File: src/hw/rtl/dds_tuning_word_loader_defines.svh
// Assertion helpers shared by the loader modules.
`ifndef DDS_TUNING_WORD_LOADER_DEFINES_SVH
`define DDS_TUNING_WORD_LOADER_DEFINES_SVH

// Consequent must hold in the same cycle as the antecedent.
`define DTWL_ASSERT_SAME(label, ante, cons, msg) \
   label: assert property (@(posedge clock) disable iff (reset) (ante) |-> (cons)) \
      else $error(msg);

// Consequent must hold in the cycle after the antecedent.
`define DTWL_ASSERT_NEXT(label, ante, cons, msg) \
   label: assert property (@(posedge clock) disable iff (reset) (ante) |=> (cons)) \
      else $error(msg);

`endif

File: src/hw/rtl/dtwl_pkg.sv
package dtwl_pkg;

   localparam int FREQ_W    = 28;
   localparam int WORD_W    = 32;
   localparam int BYTE_W    = 8;
   localparam int DIV_STEPS = WORD_W;
   localparam int CNT_W     = $clog2(DIV_STEPS);
   localparam int IDX_W     = 4;

   localparam logic [FREQ_W-1:0] REF_CLOCK_RESET = FREQ_W'(125000000);
   localparam logic [BYTE_W-1:0] POWER_DOWN_BYTE = 8'h04;

   localparam logic CSR_REF_CLOCK   = 1'b0;
   localparam logic CSR_DEVICE_TYPE = 1'b1;

   typedef enum logic [1:0] {
      MODE_SET_FREQ   = 2'd0,
      MODE_POWER_DOWN = 2'd1,
      MODE_WAKE_UP    = 2'd2,
      MODE_RESET_SEQ  = 2'd3
   } mode_type;

   typedef enum logic [1:0] {
      KIND_BYTE   = 2'd0,
      KIND_UPDATE = 2'd1,
      KIND_RESET  = 2'd2,
      KIND_WCLK   = 2'd3
   } kind_type;

   // Where the byte of an output word comes from.
   typedef enum logic [2:0] {
      BSEL_ZERO = 3'd0,
      BSEL_W0   = 3'd1,
      BSEL_W1   = 3'd2,
      BSEL_W2   = 3'd3,
      BSEL_W3   = 3'd4,
      BSEL_CTRL = 3'd5,
      BSEL_PWDN = 3'd6
   } bsel_type;

   typedef struct packed {
      kind_type kind;
      bsel_type bsel;
      logic     last;
   } item_type;

   typedef struct packed {
      logic     capture;
      logic     div_step;
      logic     emit;
      item_type item;
   } cmd_type;

   typedef struct packed {
      logic sat;
      logic out_free;
   } sts_type;

   // Output word number idx of a command of the given mode.
   function automatic item_type seq_item(mode_type mode, logic [IDX_W-1:0] idx);
      item_type it;
      it = '{kind: KIND_UPDATE, bsel: BSEL_ZERO, last: 1'b1};
      case (mode)
         MODE_POWER_DOWN: begin
            case (idx)
               4'd0:    it = '{kind: KIND_UPDATE, bsel: BSEL_ZERO, last: 1'b0};
               4'd1:    it = '{kind: KIND_BYTE, bsel: BSEL_PWDN, last: 1'b0};
               default: it = '{kind: KIND_UPDATE, bsel: BSEL_ZERO, last: 1'b1};
            endcase
         end
         MODE_RESET_SEQ: begin
            case (idx)
               4'd0:    it = '{kind: KIND_RESET, bsel: BSEL_ZERO, last: 1'b0};
               4'd1:    it = '{kind: KIND_WCLK, bsel: BSEL_ZERO, last: 1'b0};
               4'd2:    it = '{kind: KIND_UPDATE, bsel: BSEL_ZERO, last: 1'b0};
               4'd3:    it = '{kind: KIND_BYTE, bsel: BSEL_W0, last: 1'b0};
               4'd4:    it = '{kind: KIND_BYTE, bsel: BSEL_W1, last: 1'b0};
               4'd5:    it = '{kind: KIND_BYTE, bsel: BSEL_W2, last: 1'b0};
               4'd6:    it = '{kind: KIND_BYTE, bsel: BSEL_W3, last: 1'b0};
               4'd7:    it = '{kind: KIND_BYTE, bsel: BSEL_CTRL, last: 1'b0};
               default: it = '{kind: KIND_UPDATE, bsel: BSEL_ZERO, last: 1'b1};
            endcase
         end
         default: begin
            // set frequency and wake-up send the same frame
            case (idx)
               4'd0:    it = '{kind: KIND_BYTE, bsel: BSEL_W0, last: 1'b0};
               4'd1:    it = '{kind: KIND_BYTE, bsel: BSEL_W1, last: 1'b0};
               4'd2:    it = '{kind: KIND_BYTE, bsel: BSEL_W2, last: 1'b0};
               4'd3:    it = '{kind: KIND_BYTE, bsel: BSEL_W3, last: 1'b0};
               4'd4:    it = '{kind: KIND_BYTE, bsel: BSEL_CTRL, last: 1'b0};
               default: it = '{kind: KIND_UPDATE, bsel: BSEL_ZERO, last: 1'b1};
            endcase
         end
      endcase
      return it;
   endfunction

endpackage

File: src/hw/rtl/dtwl_datapath.sv
`include "dds_tuning_word_loader_defines.svh"

module dtwl_datapath
   import dtwl_pkg::*;
(
   input  logic                clock,
   input  logic                reset,
   input  logic [1:0]          req_mode,
   input  logic [FREQ_W-1:0]   req_freq,
   input  logic                csr_we,
   input  logic                csr_index,
   input  logic [FREQ_W-1:0]   csr_wdata,
   input  cmd_type             cmd,
   output sts_type             sts,
   input  logic                rsp_ready,
   output logic                rsp_valid,
   output logic [1:0]          rsp_kind,
   output logic [BYTE_W-1:0]   rsp_byte,
   output logic                rsp_last,
   output logic                rsp_ovf
);

   logic [FREQ_W-1:0] ref_ff, ref_in;
   logic              dev_ff, dev_in;
   logic [WORD_W-1:0] word_ff, word_in;
   logic [FREQ_W-1:0] rem_ff, rem_in;
   logic              ovf_ff, ovf_in;
   logic              valid_ff, valid_in;
   kind_type          kind_ff, kind_in;
   logic [BYTE_W-1:0] byte_ff, byte_in;
   logic              last_ff, last_in;
   logic              oovf_ff, oovf_in;

   mode_type          mode;
   logic              loads_word;
   logic [FREQ_W-1:0] freq_eff;
   logic              sat;
   logic [FREQ_W:0]   rem_sh;
   logic [FREQ_W:0]   rem_sub;
   logic              qbit;

   assign mode       = mode_type'(req_mode);
   assign loads_word = (mode == MODE_SET_FREQ) || (mode == MODE_RESET_SEQ);
   // reset sequence loads 1 Hz
   assign freq_eff   = (mode == MODE_RESET_SEQ) ? FREQ_W'(1) : req_freq;
   assign sat        = (ref_ff == '0) || (freq_eff >= ref_ff);

   assign rem_sh  = {rem_ff, 1'b0};
   assign rem_sub = rem_sh - {1'b0, ref_ff};
   assign qbit    = (rem_sh >= {1'b0, ref_ff});

   assign sts.sat      = sat;
   assign sts.out_free = !valid_ff || rsp_ready;

   always_comb begin
      ref_in  = ref_ff;
      dev_in  = dev_ff;
      word_in = word_ff;
      rem_in  = rem_ff;
      ovf_in  = ovf_ff;
      if (csr_we) begin
         case (csr_index)
            CSR_REF_CLOCK:   ref_in = csr_wdata;
            CSR_DEVICE_TYPE: dev_in = csr_wdata[0];
            default:         ref_in = ref_ff;
         endcase
      end
      if (cmd.capture) begin
         rem_in = freq_eff;
         ovf_in = loads_word && sat;
         if (loads_word && sat) begin
            word_in = '1;
         end
      end else if (cmd.div_step) begin
         // restoring step: the quotient shifts into the word register
         rem_in  = qbit ? rem_sub[FREQ_W-1:0] : rem_sh[FREQ_W-1:0];
         word_in = {word_ff[WORD_W-2:0], qbit};
      end
   end

   always_comb begin
      valid_in = valid_ff;
      kind_in  = kind_ff;
      byte_in  = byte_ff;
      last_in  = last_ff;
      oovf_in  = oovf_ff;
      if (cmd.emit) begin
         valid_in = 1'b1;
         kind_in  = cmd.item.kind;
         last_in  = cmd.item.last;
         oovf_in  = ovf_ff;
         case (cmd.item.bsel)
            BSEL_W0:   byte_in = word_ff[7:0];
            BSEL_W1:   byte_in = word_ff[15:8];
            BSEL_W2:   byte_in = word_ff[23:16];
            BSEL_W3:   byte_in = word_ff[31:24];
            BSEL_CTRL: byte_in = {{(BYTE_W-1){1'b0}}, dev_ff};
            BSEL_PWDN: byte_in = POWER_DOWN_BYTE;
            default:   byte_in = '0;
         endcase
      end else if (rsp_ready) begin
         valid_in = 1'b0;
      end
   end

   always_ff @(posedge clock) begin
      if (reset) begin
         ref_ff   <= REF_CLOCK_RESET;
         dev_ff   <= 1'b0;
         word_ff  <= '0;
         ovf_ff   <= 1'b0;
         valid_ff <= 1'b0;
      end else begin
         ref_ff   <= ref_in;
         dev_ff   <= dev_in;
         word_ff  <= word_in;
         ovf_ff   <= ovf_in;
         valid_ff <= valid_in;
      end
   end

   always_ff @(posedge clock) begin
      rem_ff  <= rem_in;
      kind_ff <= kind_in;
      byte_ff <= byte_in;
      last_ff <= last_in;
      oovf_ff <= oovf_in;
   end

   assign rsp_valid = valid_ff;
   assign rsp_kind  = kind_ff;
   assign rsp_byte  = byte_ff;
   assign rsp_last  = last_ff;
   assign rsp_ovf   = oovf_ff;

   `DTWL_ASSERT_NEXT(a_sat_word, cmd.capture && loads_word && sat, word_ff == '1, "saturated word not loaded")
   `DTWL_ASSERT_SAME(a_div_rem_small, cmd.div_step, rem_ff < ref_ff, "divider remainder out of range")
   `DTWL_ASSERT_SAME(a_ovf_non_byte_zero, valid_ff && (kind_ff != KIND_BYTE), byte_ff == '0, "pulse with nonzero byte")

endmodule

File: src/hw/rtl/dtwl_ctrl.sv
`include "dds_tuning_word_loader_defines.svh"

module dtwl_ctrl
   import dtwl_pkg::*;
(
   input  logic       clock,
   input  logic       reset,
   input  logic       req_tvalid,
   input  logic [1:0] req_mode,
   output logic       req_tready,
   input  sts_type    sts,
   output cmd_type    cmd
);

   typedef enum logic [2:0] {
      ST_IDLE = 3'b001,
      ST_DIV  = 3'b010,
      ST_EMIT = 3'b100
   } state_type;

   state_type         state_ff, state_in;
   logic [CNT_W-1:0]  cnt_ff, cnt_in;
   mode_type          mode_ff, mode_in;
   mode_type          req_m;
   logic              accept;

   assign req_m      = mode_type'(req_mode);
   assign req_tready = (state_ff == ST_IDLE);
   assign accept     = req_tvalid && req_tready;

   always_comb begin
      state_in     = state_ff;
      cnt_in       = cnt_ff;
      mode_in      = mode_ff;
      cmd.capture  = 1'b0;
      cmd.div_step = 1'b0;
      cmd.emit     = 1'b0;
      cmd.item     = seq_item(mode_ff, cnt_ff[IDX_W-1:0]);
      case (state_ff)
         ST_IDLE: begin
            if (accept) begin
               cmd.capture = 1'b1;
               mode_in     = req_m;
               cnt_in      = '0;
               if (((req_m == MODE_SET_FREQ) || (req_m == MODE_RESET_SEQ)) && !sts.sat) begin
                  state_in = ST_DIV;
               end else begin
                  state_in = ST_EMIT;
               end
            end
         end
         ST_DIV: begin
            cmd.div_step = 1'b1;
            if (cnt_ff == CNT_W'(DIV_STEPS - 1)) begin
               cnt_in   = '0;
               state_in = ST_EMIT;
            end else begin
               cnt_in = cnt_ff + 1'b1;
            end
         end
         ST_EMIT: begin
            // hold while the result register is still full
            if (sts.out_free) begin
               cmd.emit = 1'b1;
               if (cmd.item.last) begin
                  state_in = ST_IDLE;
               end else begin
                  cnt_in = cnt_ff + 1'b1;
               end
            end
         end
         default: begin
            state_in = ST_IDLE;
         end
      endcase
   end

   always_ff @(posedge clock) begin
      if (reset) begin
         state_ff <= ST_IDLE;
         cnt_ff   <= '0;
         mode_ff  <= MODE_SET_FREQ;
      end else begin
         state_ff <= state_in;
         cnt_ff   <= cnt_in;
         mode_ff  <= mode_in;
      end
   end

   `DTWL_ASSERT_NEXT(a_accept_busy, accept, !req_tready, "accepted while busy")
   `DTWL_ASSERT_SAME(a_emit_free, cmd.emit, sts.out_free, "result register overwritten")
   `DTWL_ASSERT_NEXT(a_div_start, (state_ff == ST_DIV) && (cnt_ff == '0), state_ff == ST_DIV, "divide cut short")

endmodule

File: src/hw/rtl/dds_tuning_word_loader.sv
// Channel  Direction  Handshake                  Payload
// req      in         req_tvalid / req_tready    tuser: mode, tdata: freq_hz
// rsp      out        rsp_tvalid / rsp_tready    tuser: kind, tdata: data_byte, overflow; tlast
// csr      in         csr_we (no wait)           csr_index, csr_wdata
//
// One command at a time: a word is taken only while the controller is idle.
// Set frequency and reset sequence run the restoring divider unless the word saturates, then
// one result word per cycle while the result register is not stalled.
// Power down and wake-up skip the divider.
// A stalled result register holds the sequencer; the final word may wait there while the next
// command is taken. Reset clears the stored tuning word to zero and the registers to defaults.
module dds_tuning_word_loader
   import dtwl_pkg::*;
(
   input  logic        clock,
   input  logic        reset,
   input  logic        req_tvalid,
   output logic        req_tready,
   input  logic [31:0] req_tdata,   // [27:0] freq_hz
   input  logic [1:0]  req_tuser,   // [1:0] mode
   output logic        rsp_tvalid,
   input  logic        rsp_tready,
   output logic [15:0] rsp_tdata,   // [7:0] data_byte, [8] overflow
   output logic [1:0]  rsp_tuser,   // [1:0] kind
   output logic        rsp_tlast,
   input  logic        csr_we,
   input  logic [0:0]  csr_index,
   input  logic [27:0] csr_wdata
);

   cmd_type           cmd;
   sts_type           sts;
   logic [BYTE_W-1:0] rsp_byte;
   logic              rsp_ovf;

   dtwl_ctrl u_ctrl (
      .clock      (clock),
      .reset      (reset),
      .req_tvalid (req_tvalid),
      .req_mode   (req_tuser),
      .req_tready (req_tready),
      .sts        (sts),
      .cmd        (cmd)
   );

   dtwl_datapath u_datapath (
      .clock     (clock),
      .reset     (reset),
      .req_mode  (req_tuser),
      .req_freq  (req_tdata[FREQ_W-1:0]),
      .csr_we    (csr_we),
      .csr_index (csr_index[0]),
      .csr_wdata (csr_wdata),
      .cmd       (cmd),
      .sts       (sts),
      .rsp_ready (rsp_tready),
      .rsp_valid (rsp_tvalid),
      .rsp_kind  (rsp_tuser),
      .rsp_byte  (rsp_byte),
      .rsp_last  (rsp_tlast),
      .rsp_ovf   (rsp_ovf)
   );

   assign rsp_tdata = {7'b0, rsp_ovf, rsp_byte};

endmodule

File: config.mk
export PLATFORM = sky130hd
export DESIGN_NAME = dds_tuning_word_loader
export DESIGN_NICKNAME = d
export VERILOG_FILES = /design/src/hw/rtl/dtwl_pkg.sv /design/src/hw/rtl/dtwl_datapath.sv /design/src/hw/rtl/dtwl_ctrl.sv /design/src/hw/rtl/dds_tuning_word_loader.sv
export VERILOG_INCLUDE_DIRS = /design/src /design/src/hw/rtl
export SDC_FILE = /design/constraint.sdc
export NUM_CORES = 1
export LEC_CHECK = 0
export BUFFER_PORTS_ARGS = -buffer_cell sky130_fd_sc_hd__buf_2
export CORE_MARGIN = 1.5
export CORE_UTILIZATION = 36
export DETAILED_ROUTE_END_ITERATION = 12
export GPL_TIMING_DRIVEN = 0
export HOLD_SLACK_MARGIN = 0.1
export PLACE_DENSITY = 0.62
export SYNTH_ARGS = -nofsm -noshare
export SYNTH_HDL_FRONTEND = slang
export SYNTH_SLANG_ARGS = --single-unit
File: constraint.sdc
create_clock -name clock -period 3.6 [get_ports clock]
set_clock_uncertainty 0.2 [all_clocks]
set_input_delay 0.54 -clock clock [delete_from_list [all_inputs] [get_ports clock]]
set_output_delay 0.54 -clock clock [all_outputs]
set_load 0.02 [all_outputs]
## Word-level counts from Yosys, hierarchy flattened

Memory sizes are Yosys's and may differ from the RTL's. A register that Yosys moved wholly into a read port is not among the register bits.
Index checks and enable logic that the tools add are counted.

- Bits in latches: 0
- Register bits: 113
- Word-level logic and storage cells: 94
- Bits of input ports: 68
- Bits in read-only memories: 40
- RAM bits: 0
- Output and inout bits: 21
- Memories: 1

Memories:

| name | depth | width | read ports | clocked after memory_dff | wr ports | RTL line | text |
|---|---|---|---|---|---|---|---|
| (name not given) | 8 | 5 | 1 | 1 | 0 | dtwl_pkg.sv:72 | `case (idx)` |

- $add $sub $neg: 2
- $mul: 0
- $lt $le $gt $ge: 2
- Div/mod/pow operators: 0
- Shifts and indexed selects: 0
- Muxes and demuxes: 32
- Reduce and logical (&&, ||, !) cells: 20
- Bitwise logic cells: 1
- Equal/unequal tests: 23

Operators by type and width:

| kind | number |
|---|---|
| $mux 28 | 4 |
| $mux 32 | 3 |
| $pmux 8 s6 | 1 |
| $ge 29x28->1 | 1 |
| $ge 28x28->1 | 1 |
| $logic_not 28->1 | 1 |
| $sub 28x28->28 | 1 |
| $pmux 5 s5 | 1 |
| $mux 3 | 7 |
| $mux 5 | 4 |
| $pmux 5 s3 | 1 |
| $eq 3x3->1 const B | 4 |
| $pmux 6 s2 | 1 |
| $pmux 5 s2 | 1 |
| $eq 3x2->1 const B | 3 |
| $pmux 3 s3 | 1 |
| $eq 4x2->1 const B | 2 |
| $reduce_and 2->1 | 4 |
| $reduce_and 4->1 | 2 |
| $mux 1 | 7 |
| $eq 3x1->1 const B | 2 |
| $mux 6 | 1 |
| $ne 2x1->1 const B | 3 |
| $ne 2x2->1 const B | 3 |
| other kinds (14) | 21 |

## Longest topological paths before layout

Gate-level depths: netlist of run 1.

- Depth after elaboration: 9
- Mapped depth: 13
- Depth with buffers taken out: 12

## By module

Synthesis of run 1 repeated with hierarchy kept, for this count alone.

- Cell total of the unflattened synthesis: 978
- Area total of the unflattened synthesis: 8,428.1 µm²

By module, submodules not included:

| module | area an instance (µm²) | times used | sequential area each (µm²) | cells an instance |
|---|---|---|---|---|
| dtwl_datapath | 7,273.2 | 1 | 2,462.4 | 836 |
| dtwl_ctrl | 1,091.0 | 1 | 300.3 | 133 |
| dds_tuning_word_loader | 63.8 | 1 | 0.0 | 9 |

## Least setup slack after synthesis of run 1

Ideal clock, no wire load.

- Path kind: input-to-reg
- Start point: input port req_tuser[0]
- End point: register u_datapath.word_ff[18]
- Arrival time: 3,052 ps
- Required time: 3,281 ps
- Stages: 13
- Buffers on the path: 2
- Setup time: 119 ps
- Setup slack: 230 ps
- Cell sequence: ha_1 clkbuf_1 nor2b_1 ha_1 a21o_1 a21o_1 a21oi_1 o21ai_0 a211oi_1 o21ai_0 a21o_1 clkbuf_1 o221a_2

- Word-level cells in the longest chain between the ends: 7
- Elaborated cells between the ends (all ways): 9
- Classes of those cells: 1 x order compare; 2 x eq/ne; 1 x mux; 5 x reduce/logical

RTL lines:

| element | RTL line | text |
|---|---|---|
| from (decl) | dds_tuning_word_loader.sv:20 | `input logic [1:0] req_tuser,` |
| $eq 2x2->1 | dtwl_datapath.sv:43, dtwl_datapath.sv:45 |  |
| $mux 28 | dtwl_datapath.sv:45 | `assign freq_eff = (mode == MODE_RESET_SEQ) ? FREQ_W'(1) : req_freq;` |
| $ge 28x28->1 | dtwl_datapath.sv:46 | `assign sat = (ref_ff == '0) \|\| (freq_eff >= ref_ff);` |
| $logic_or 1x1->1 | dtwl_datapath.sv:46 |  |
| $logic_and 1x1->1 * | dtwl_datapath.sv:71 | `if (loads_word && sat) begin` |
| $ne 2x1->1 (no source line) * | n/a |  |
| $reduce_and 2->1 (no source line) * | n/a |  |
| to (signal assigned) | dtwl_datapath.sv:116 | `word_ff <= word_in;` |
| to (decl) | dtwl_datapath.sv:25 | `logic [WORD_W-1:0] word_ff, word_in;` |

Mark *: on every way between the ends. The rest lies on a longest branch, timed or not.
A chain may end at the register's enable or synchronous reset.

## Final worst setup path of run 1

- Start point: input port req_tuser[1]
- End point: register u_datapath.word_ff[4]

The elaborated chain is that of the path after synthesis.

==> results of run 1 <==
==> cell families (layout without fill, tap and decap cells) <==
logic type                 after synthesis  count (layout)  synth area share, %
and+or+nand+nor                        275             275                 17.9
AOI/OAI and AO/OA                      278             278                 25.6
DFF                                    118             118                 36.8
other                                    1               7               0.0499
adders and majority gates               64              64                 10.8
muxes                                    9               9                 1.31
xor gates and xnor gates                19              19                 2.21
buffers and inverters                   97             205                 5.48
==> worst min path at each step <==
stage | start | endpoint | slack (ns) | cells past startpoint
5_1_grt | csr_wdata[11] | u_datapath.ref_ff[11] | 0.15 | 3
4_1_cts | csr_wdata[17] | u_datapath.ref_ff[17] | 0.13 | 3
6_report | csr_wdata[17] | u_datapath.ref_ff[17] | 0.13 | 3
3_3_place_gp | u_datapath.ref_ff[3] | u_datapath.ref_ff[3] | 0.26 | 2
2_1_floorplan | u_datapath.ovf_ff | u_datapath.rsp_ovf | 0.21 | 0
3_5_place_dp | u_datapath.ref_ff[27] | u_datapath.ref_ff[27] | 0.27 | 2
==> worst reg2reg max path, cell delays in order, from the launching register on <==
cell and delay [ns]:
dfxtp_1 0.40, inv_1 0.11, ha_1 0.28, clkbuf_2 0.18
nand3_1 0.17, or4_4 0.47, a21oi_2 0.13, o21a_4 0.19
o211ai_4 0.12, a21oi_4 0.26, buf_2 0.33, nand2_1 0.14
o21ai_0 0.24
==> stage by stage <==
step	total power, mW	setup TNS [ns]	hold WS [ns]	setup WS [ns]	std cells
after detailed placement	5.39	-52.39	0.268	-1.04	1213
after floorplan	4.53	0	0.209	0.230	867
after CTS	7.08	0	0.129	0.00289	1245
final	7.13	0	0.131	0.123	1245
after global routing	7.61	0	0.147	0.0193	1245
after global placement	5.37	-52.58	0.262	-1.04	1213
==> area by class of cell <==
class,instances,area (um^2)
buffer,50,253
clock buffer,17,425
clock inverter,15,151
fill,1994,11500
inverter,47,176
multi-input combinational,652,4390
sequential,118,2760
tap,270,338
timing repair buffer,76,380
==> sequential cells by signal, indices dropped and copies added (netlist names), named ones only <==
signal and flops:
u_datapath.dev_ff 1, u_datapath.ovf_ff 1, u_datapath.rsp_last 1, u_datapath.rsp_valid 1, u_ctrl.cnt_ff 5, u_ctrl.state_ff 3, u_datapath.rsp_ovf 1, u_ctrl.mode_ff 2
u_datapath.rsp_byte 8, u_datapath.rem_ff 28, u_datapath.word_ff 32, u_datapath.ref_ff 28, u_datapath.rsp_kind 2
==> Yosys cell counts (10+ instances only) <==
master / number
a21oi_1: 98
nand2_1: 88
dfxtp_1: 78
ha_1: 63
nor2_1: 55
inv_1: 47
edfxtp_1: 40
o21ai_0: 40
nor2b_1: 35
o221a_2: 32
clkbuf_1: 31
nand3_1: 22
a21o_1: 20
o211ai_1: 16
xnor2_1: 13
nand4_1: 10
nor3_1: 10
==> layer usage <==
layer  GRT usage [%]  up-vias  wire length [um]
met2            33.2      181              9850
met5               0        -                 0
li1                -     3367                 -
met3            4.51       41              1140
met4            6.55        0               515
met1            27.0     3187             10300
==> what timing repair did <==
action	in CTS	in global routing
setup endpoints to repair	63	61
gates resized for setup	8	10
cloned	0	0
==> where the power goes <==
part           leakage [nW]  internal [mW]  total, mW  switching (mW)
combinational          2.40           1.34       3.44            2.10
clock                 0.280          0.923       1.67           0.750
sequential             1.02           1.82       2.02           0.197
total                  3.70           4.09       7.13            3.05
==> results.py, run 1 <==
metrics = {
    "outcome": {
        "status": "finished, final reports clean",
    },
    "setup_path": {
        "cp_top_family": "compound AO/OA/AOI/OAI gates",
        "start_kind": "primary input",
        "worst_ep_arrival_time_ns": 3.59,
        "cp.required_ns": 3.72,
        "rr_startpoint": "u_datapath.ref_ff[18]",
        "cp_common_cell": "a21o_1",
        "worst-r2r-cell-count": 12,
        "crit_type": "primary input to flop",
        "worstPathMaxFanout": 10,
        "rr_endpoint": "u_datapath.rem_ff[26]",
        "crit_cells": 14,
        "worstSetupEndpoint": "u_datapath.word_ff[4]",
        "slowest_stage": "ha_1",
        "startpoint": "req_tuser[1]",
        "endpoint_kind": "flop",
        "crit_buf_inv": 3,
        "slowest_delay_ns": 0.29,
        "r2r_setup_slack_ns": 0.22,
        "crit_chain": "buf_2, ha_4, clkbuf_4, nor2b_1, ha_1, a21o_1, a21o_1, a21oi_1, o21ai_0, a211oi_1, o21ai_1, a21o_1, clkbuf_2, o221a_2",
    },
    "placement": {
        "finalWeightedCongestion": 0.891,
        "port_buffers": 76,
        "post-dp-hpwl_um": 16500,
        "placed_area_um2": 8260,
    },
    "timing": {
        "finalCritPeriodShare_pct": 96.6,
        "max_freq_ghz": 0.288,
        "drv_slew": 0,
        "hold_violations": 0,
        "finalSetupViolations": 0,
        "tightest_slew_ns": 0.802,
        "fin_crit_ns": 3.48,
        "rsz0062_at_grt": "false",
        "slew_headroom_pct": 46.4,
    },
    "detailed_routing": {
        "drtIter0Drc": 453,
        "num_vias": 6776,
        "ant_nets": 0,
        "routed_wirelength_um": 21800,
        "drc": 0,
        "drt-vias-per-instance": 5.44,
        "firstDrtPassIters": 4,
        "wl_per_cell_um": 17.5,
    },
    "synth": {
        "ys.warnings.count": 0,
        "synth_cell_type_count": 69,
        "synth_ff_type": "dfxtp_1",
        "synth_top_area_share_pct": 20.8,
        "synth-edff-count": 40,
        "synthCells": 861,
        "seq_area_frac_synth_pct": 36.8,
        "synth.avg_cell_area_um2": 8.73,
        "syn_area_um2": 7520,
        "yosysTopAreaCell": "dfxtp_1",
        "yosys_register_bits": 118,
        "ys_async_sr_fraction_pct": 0,
        "synthTopCellsByArea": "dfxtp_1, edfxtp_1, ha_1",
    },
    "final_layout": {
        "utilization_pct": 43.6,
        "nets": 1094,
        "drive_above_1_share_pct": 19.2,
        "synthToLayoutAreaGrowth_pct": 18.1,
        "layout_commonest_cell": "a21oi_1",
        "num_antenna_cells": 0,
        "fin_area_um2": 8880,
        "most-common-layout-cells": "a21oi_1, nand2_1, buf_2",
    },
    "clocking": {
        "htreeDepth": 4,
        "cts_setup_buffers": 0,
        "path_clk_slew_ns": 0.06,
        "clock_insertion_delay_worst_skew_ns": 0.44,
        "cts_tree": "built",
        "cts_buffer_depth": 2,
        "cts_root_buffer": "clkbuf_16",
        "cts_inserted_buffers": 17,
        "ctsHoldBuffers": 0,
        "cts.sinks": 118,
    },
    "power": {
        "leakagePower_nw": 3.70,
        "power.density_nw_per_um2": 803,
        "peakVddDrop_uv": 478,
    },
    "grt": {
        "antenna_found_initial": 0,
        "grt_max_degree": 29,
        "grt_pass1_wl_um": 34500,
        "overflow": 0,
        "grt_pass1_vias": 6554,
        "grt_use_total_pct": 20.4,
    },
    "hold_path": {
        "hp-class": "primary input to flop",
    },
    "floorplan": {
        "coreArea_um2": 20400,
        "die_y_um": 148,
        "die_w_um": 148,
        "ios": 89,
        "fp-row-count": 52,
        "start_util_pct": 36.9,
        "die_area_um2": 21800,
    },
    "flow_run": {
        "maxCapViolCount": 0,
    },
}
Note: power is estimated with default switching activity, not from simulation.
==> inputs of run 2 (changes only) <==
REMOVE_ABC_BUFFERS = 1   (was unset)
==> run 2 against run 1 <==
Effect of this change: first-iteration DRC count rose by 2.4%; non-clock buffer count fell by 46; global-route usage fell by 2.0 points; register-to-register slack improved by 0.08 ns; wire length fell by 9.1%; combinational power fell by 5%; sequential power barely moved; flip-flop and latch count did not move; critical endpoint is now u_datapath.word_ff[9]; largest power group unchanged; highest routed layer unchanged.
==> results.py, run 2 (synthesis gave the netlist of run 1 again) <==
metrics = {
    "outcome": {
        "status": "finished, final reports clean",
    },
    "timing": {
        "drv_slew": 0,
        "hold_violations": 0,
        "finalSetupViolations": 0,
        "hold-worst-slack_ns": 0.127,
        "max_freq_ghz": 0.290,
        "slew_headroom_pct": 33.9,
        "finalCritPeriodShare_pct": 95.9,
        "tightest_slew_ns": 0.988,
        "fin_crit_ns": 3.45,
        "worst_slack_ns": 0.146,
        "rsz0062_at_grt": "false",
    },
    "placement": {
        "placed_area_um2": 8100,
        "finalWeightedCongestion": 0.837,
        "place_inst": 1167,
        "port_buffers": 77,
        "place_ws_ns": -1.20,
        "post-dp-hpwl_um": 13900,
    },
    "grt": {
        "grt_max_degree": 42,
        "grt_pass1_wl_um": 31800,
        "grt_pass1_vias": 6242,
        "grt_use_total_pct": 18.5,
        "overflow": 0,
        "antenna_found_initial": 2,
    },
    "floorplan": {
        "start_util_pct": 36.9,
        "fp-row-count": 52,
        "coreArea_um2": 20400,
        "die_y_um": 148,
        "die_area_um2": 21800,
        "die_w_um": 148,
        "ios": 89,
    },
    "power": {
        "leakagePower_nw": 3.60,
        "peakVddDrop_uv": 358,
        "power.density_nw_per_um2": 800,
    },
    "final_layout": {
        "top_register": "u_datapath.word_ff",
        "fin_area_um2": 8730,
        "layout_commonest_cell": "a21oi_1",
        "fin_cells": 1202,
        "drive_above_1_share_pct": 18.8,
        "synthToLayoutAreaGrowth_pct": 16.1,
        "largest_register_ffs": 32,
        "reg.largest.list": "u_datapath.word_ff x32, u_datapath.ref_ff x28, u_datapath.rem_ff x28",
        "most-common-layout-cells": "a21oi_1, nand2_1, dfxtp_1",
        "nets": 1049,
    },
    "clocking": {
        "path_clk_slew_ns": 0.06,
        "cts_buffer_depth": 2,
        "htreeDepth": 4,
        "cts_root_buffer": "clkbuf_16",
        "clock_insertion_delay_worst_skew_ns": 0.44,
        "cts_tree": "built",
        "cts_inserted_buffers": 17,
        "cts.sinks": 118,
    },
    "detailed_routing": {
        "routed_wirelength_um": 19800,
        "wl_per_cell_um": 16.5,
        "top_layer": "met4",
        "wl_met3_um": 929,
        "firstDrtPassIters": 5,
        "ant_nets": 0,
        "drc": 0,
        "num_vias": 6526,
        "drt-vias-per-instance": 5.43,
        "drtIter0Drc": 464,
        "wl_met2_um": 9030,
        "met1_length_um": 9480,
    },
    "setup_path": {
        "worstPathMaxFanout": 32,
        "cp.required_ns": 3.72,
        "crit_type": "primary input to flop",
        "crit_buf_inv": 1,
        "crit_chain": "buf_2, ha_4, nor2b_1, ha_1, a21o_1, a21o_1, a21oi_1, o21ai_0, a211oi_1, o21ai_0, a21o_2, o221a_2",
        "slowest_delay_ns": 0.49,
        "cp_top_family": "compound AO/OA/AOI/OAI gates",
        "start_kind": "primary input",
        "worst_ep_arrival_time_ns": 3.58,
        "slowest_stage": "a21o_2",
        "endpoint_kind": "flop",
    },
    "flow_run": {
        "maxCapViolCount": 0,
    },
    "hold_path": {
        "hp-class": "primary input to flop",
    },
}
## run 2: timing repair
item	in CTS	in global routing
hold buffers	0	0
setup buffers	0	0
cloned	0	1
resized for setup	6	1
pin swaps	0	1
setup endpoints to repair	80	3
## run 2: power breakdown
part / leakage, nW / total (mW) / switching, mW / internal (mW)
Sequential: 1.02 / 2.02 / 0.200 / 1.82
Combinational: 2.30 / 3.27 / 1.98 / 1.29
Clock: 0.285 / 1.70 / 0.770 / 0.925
## run 2: layout make-up
cell class              count  area (um^2)
repair buffers             80          448
inverters                  47          176
diodes                      2         5.00
well taps                 270          338
clock inverters            15          158
flip-flops and latches    118         2760
fillers                  2060        11600
clock buffers              17          425
multi-input cells         653         4420
## run 2: worst min-delay path, stage by stage
cell and delay, ns:
buf_2 0.07, nand2_1 0.04, o211ai_1 0.07
## run 2: worst paths after layout
| kind | to | slack, ns | startpoint | cells after the start |
|---|---|---|---|---|
| worst min register to register | u_datapath.rsp_ovf | 0.24 | u_datapath.ovf_ff | 0 |
| worst max-delay path | u_datapath.word_ff[9] | 0.15 | req_tuser[0] | 12 |
| worst min-delay path | u_datapath.ref_ff[6] | 0.13 | csr_wdata[6] | 3 |
| worst max register to register | u_datapath.rem_ff[5] | 0.30 | u_datapath.ref_ff[1] | 10 |
## run 2: layer usage
metal	GRT usage, %	vias up
li1	-	3283
met1	24.4	3060
met2	29.9	159
met3	4.60	24
met4	5.40	0
met5	0	-
## run 2: stage by stage
stage,total power [mW],setup TNS (ns),utilization (%)
6_report,6.99,0,42.9
5_1_grt,7.47,0,42.9
4_1_cts,6.94,0,42.8
3_5_place_dp,5.22,-45.98,39.8
3_3_place_gp,5.17,-47.31,39.4
2_1_floorplan,4.42,0,-
==> inputs of run 3 (changes only) <==
CORE_MARGIN = 10   (was 1.5)
==> run 3 against run 2 <==
Effect of this change: sequential power is essentially flat; hold slack better by 0.0064 ns; utilization barely moved; global-route usage is 3.2 points lower; die area up 24%; critical path depth is the same; fmax rose by 4.2%; sequential share of layout area is essentially flat; non-clock buffer count did not move; flip-flop and latch count did not move; setup slack gained 0.14 ns; largest power group unchanged; highest routed layer unchanged.
==> results.py, run 3 (synthesis gave the netlist of run 1 again) <==
metrics = {
    "timing": {
        "finalSetupViolations": 0,
        "fin_crit_ns": 3.31,
        "rsz0062_at_grt": "false",
        "worst_slack_ns": 0.285,
        "slew_headroom_pct": 34.2,
        "drv_slew": 0,
        "hold_violations": 0,
        "max_freq_ghz": 0.302,
        "finalCritPeriodShare_pct": 92.1,
        "tightest_slew_ns": 0.984,
        "hold-worst-slack_ns": 0.133,
    },
    "grt": {
        "overflow": 0,
        "antenna_found_initial": 0,
        "grt_max_degree": 42,
        "grt_pass1_vias": 6604,
        "grt_pass1_wl_um": 33300,
        "grt_use_total_pct": 15.3,
    },
    "detailed_routing": {
        "firstDrtPassIters": 5,
        "drc": 0,
        "drtIter0Drc": 483,
        "routed_wirelength_um": 20600,
        "num_vias": 6477,
        "drt-vias-per-instance": 5.40,
        "wl_per_cell_um": 17.2,
        "ant_nets": 0,
    },
    "final_layout": {
        "drive_above_1_share_pct": 18.8,
        "most-common-layout-cells": "a21oi_1, nand2_1, dfxtp_1",
        "utilization_pct": 42.8,
        "num_antenna_cells": 0,
        "nFillCells": 2030,
        "layout_commonest_cell": "a21oi_1",
        "multi_input_area_um2": 4420,
        "largest_register_ffs": 32,
        "nets": 1049,
        "synthToLayoutAreaGrowth_pct": 16.0,
        "top_register": "u_datapath.word_ff",
        "reg.largest.list": "u_datapath.word_ff x32, u_datapath.ref_ff x28, u_datapath.rem_ff x28",
        "ff_latch_area_um2": 2760,
    },
    "clocking": {
        "htreeDepth": 4,
        "path_clk_slew_ns": 0.06,
        "cts_inserted_buffers": 17,
        "cts_tree": "built",
        "cts.sinks": 118,
        "cts_setup_buffers": 0,
        "ctsHoldBuffers": 0,
        "cts_root_buffer": "clkbuf_16",
        "cts_buffer_depth": 2,
        "clock_insertion_delay_worst_skew_ns": 0.43,
    },
    "power": {
        "switching_share_pct": 42.1,
        "finalPower_mw": 6.99,
        "power.density_nw_per_um2": 802,
        "pwr-share-seq_pct": 29.0,
        "p_sw_mw": 2.94,
        "clkPwrFrac_pct": 23.9,
        "pwr-share-comb_pct": 47.1,
        "p_int_mw": 4.05,
        "peakVddDrop_uv": 426,
        "leakagePower_nw": 3.59,
    },
    "placement": {
        "place_ws_ns": -1.21,
        "port_buffers": 77,
        "finalWeightedCongestion": 0.837,
        "post-dp-hpwl_um": 14700,
    },
    "floorplan": {
        "die_w_um": 165,
        "die_y_um": 165,
        "coreArea_um2": 20400,
        "fp-row-count": 52,
        "start_util_pct": 36.9,
        "ios": 89,
        "die_area_um2": 27100,
    },
    "setup_path": {
        "crit_type": "primary input to flop",
        "cp_top_family": "compound AO/OA/AOI/OAI gates",
        "slowest_delay_ns": 0.41,
        "worstPathMaxFanout": 32,
        "crit_chain": "buf_2, ha_4, nor2b_1, ha_1, a21o_1, a21o_1, a21oi_1, o21ai_0, a211oi_1, o21ai_0, a21o_4, o221a_2",
        "start_kind": "primary input",
        "worst_ep_arrival_time_ns": 3.43,
        "crit_buf_inv": 1,
        "slowest_stage": "a21o_4",
        "cp.required_ns": 3.71,
        "endpoint_kind": "flop",
    },
    "outcome": {
        "status": "finished, final reports clean",
    },
    "hold_path": {
        "hp-class": "primary input to flop",
    },
    "flow_run": {
        "maxCapViolCount": 0,
    },
}
## run 3: area by class of cell
| cell class | count | share of cell area [%] |
|---|---|---|
| clock buffer | 17 | 4.88 |
| timing repair buffer | 80 | 5.14 |
| tap | 270 | 3.87 |
| multi-input combinational | 653 | 50.7 |
| clock inverter | 15 | 1.72 |
| sequential | 118 | 31.7 |
| inverter | 47 | 2.02 |
## run 3: path summary, 6_finish.rpt
path | from | end | slack [ns] | depth (start not counted)
worst min register to register | u_datapath.ovf_ff | u_datapath.rsp_ovf | 0.25 | 0
worst max register to register | u_datapath.ref_ff[1] | u_datapath.rem_ff[26] | 0.29 | 10
worst max-delay path | req_tuser[1] | u_datapath.word_ff[2] | 0.29 | 12
worst min-delay path | csr_wdata[6] | u_datapath.ref_ff[6] | 0.13 | 3
## run 3: layer usage
layer	GRT usage, %	vias to the layer above	part of all wire (%)
li1	-	3277	-
met1	20.0	3035	48
met2	24.6	143	47
met3	3.01	22	3.8
met4	5.03	0	1.5
met5	0	-	0
## run 3: power groups by stage
stage          Clock (mW)  Combinational [mW]  Sequential (mW)
3_3_place_gp            0                3.13             2.04
6_report             1.67                3.30             2.03
2_1_floorplan           0                2.42             2.00
3_5_place_dp            0                3.20             2.05
4_1_cts              1.70                3.23             2.02
5_1_grt              1.76                3.70             2.06
## run 3: repair_timing
item / CTS / global route
endpoints found under the hold margin: 0 / 0
setup endpoints to repair: 85 / 39
pin swaps: 0 / 2
cloned: 0 / 1
resized for setup: 6 / 2
## run 3: metrics by stage
step                setup TNS (ns)  cell area (um^2)  std cells
finish                           0              8720       1200
global route                     0              8720       1200
CTS                              0              8690       1198
detailed placement          -47.46              8090       1166
global placement            -47.48              8030       1164
floorplan                        0              7300        817
## run 3: tightest hold or removal path: cells and delay by family
family | cells | cell delay, ns
AO/OA/AOI/OAI | 1 | 0.07
buffers and inverters | 1 | 0.07
AND/OR/NAND/NOR | 1 | 0.04
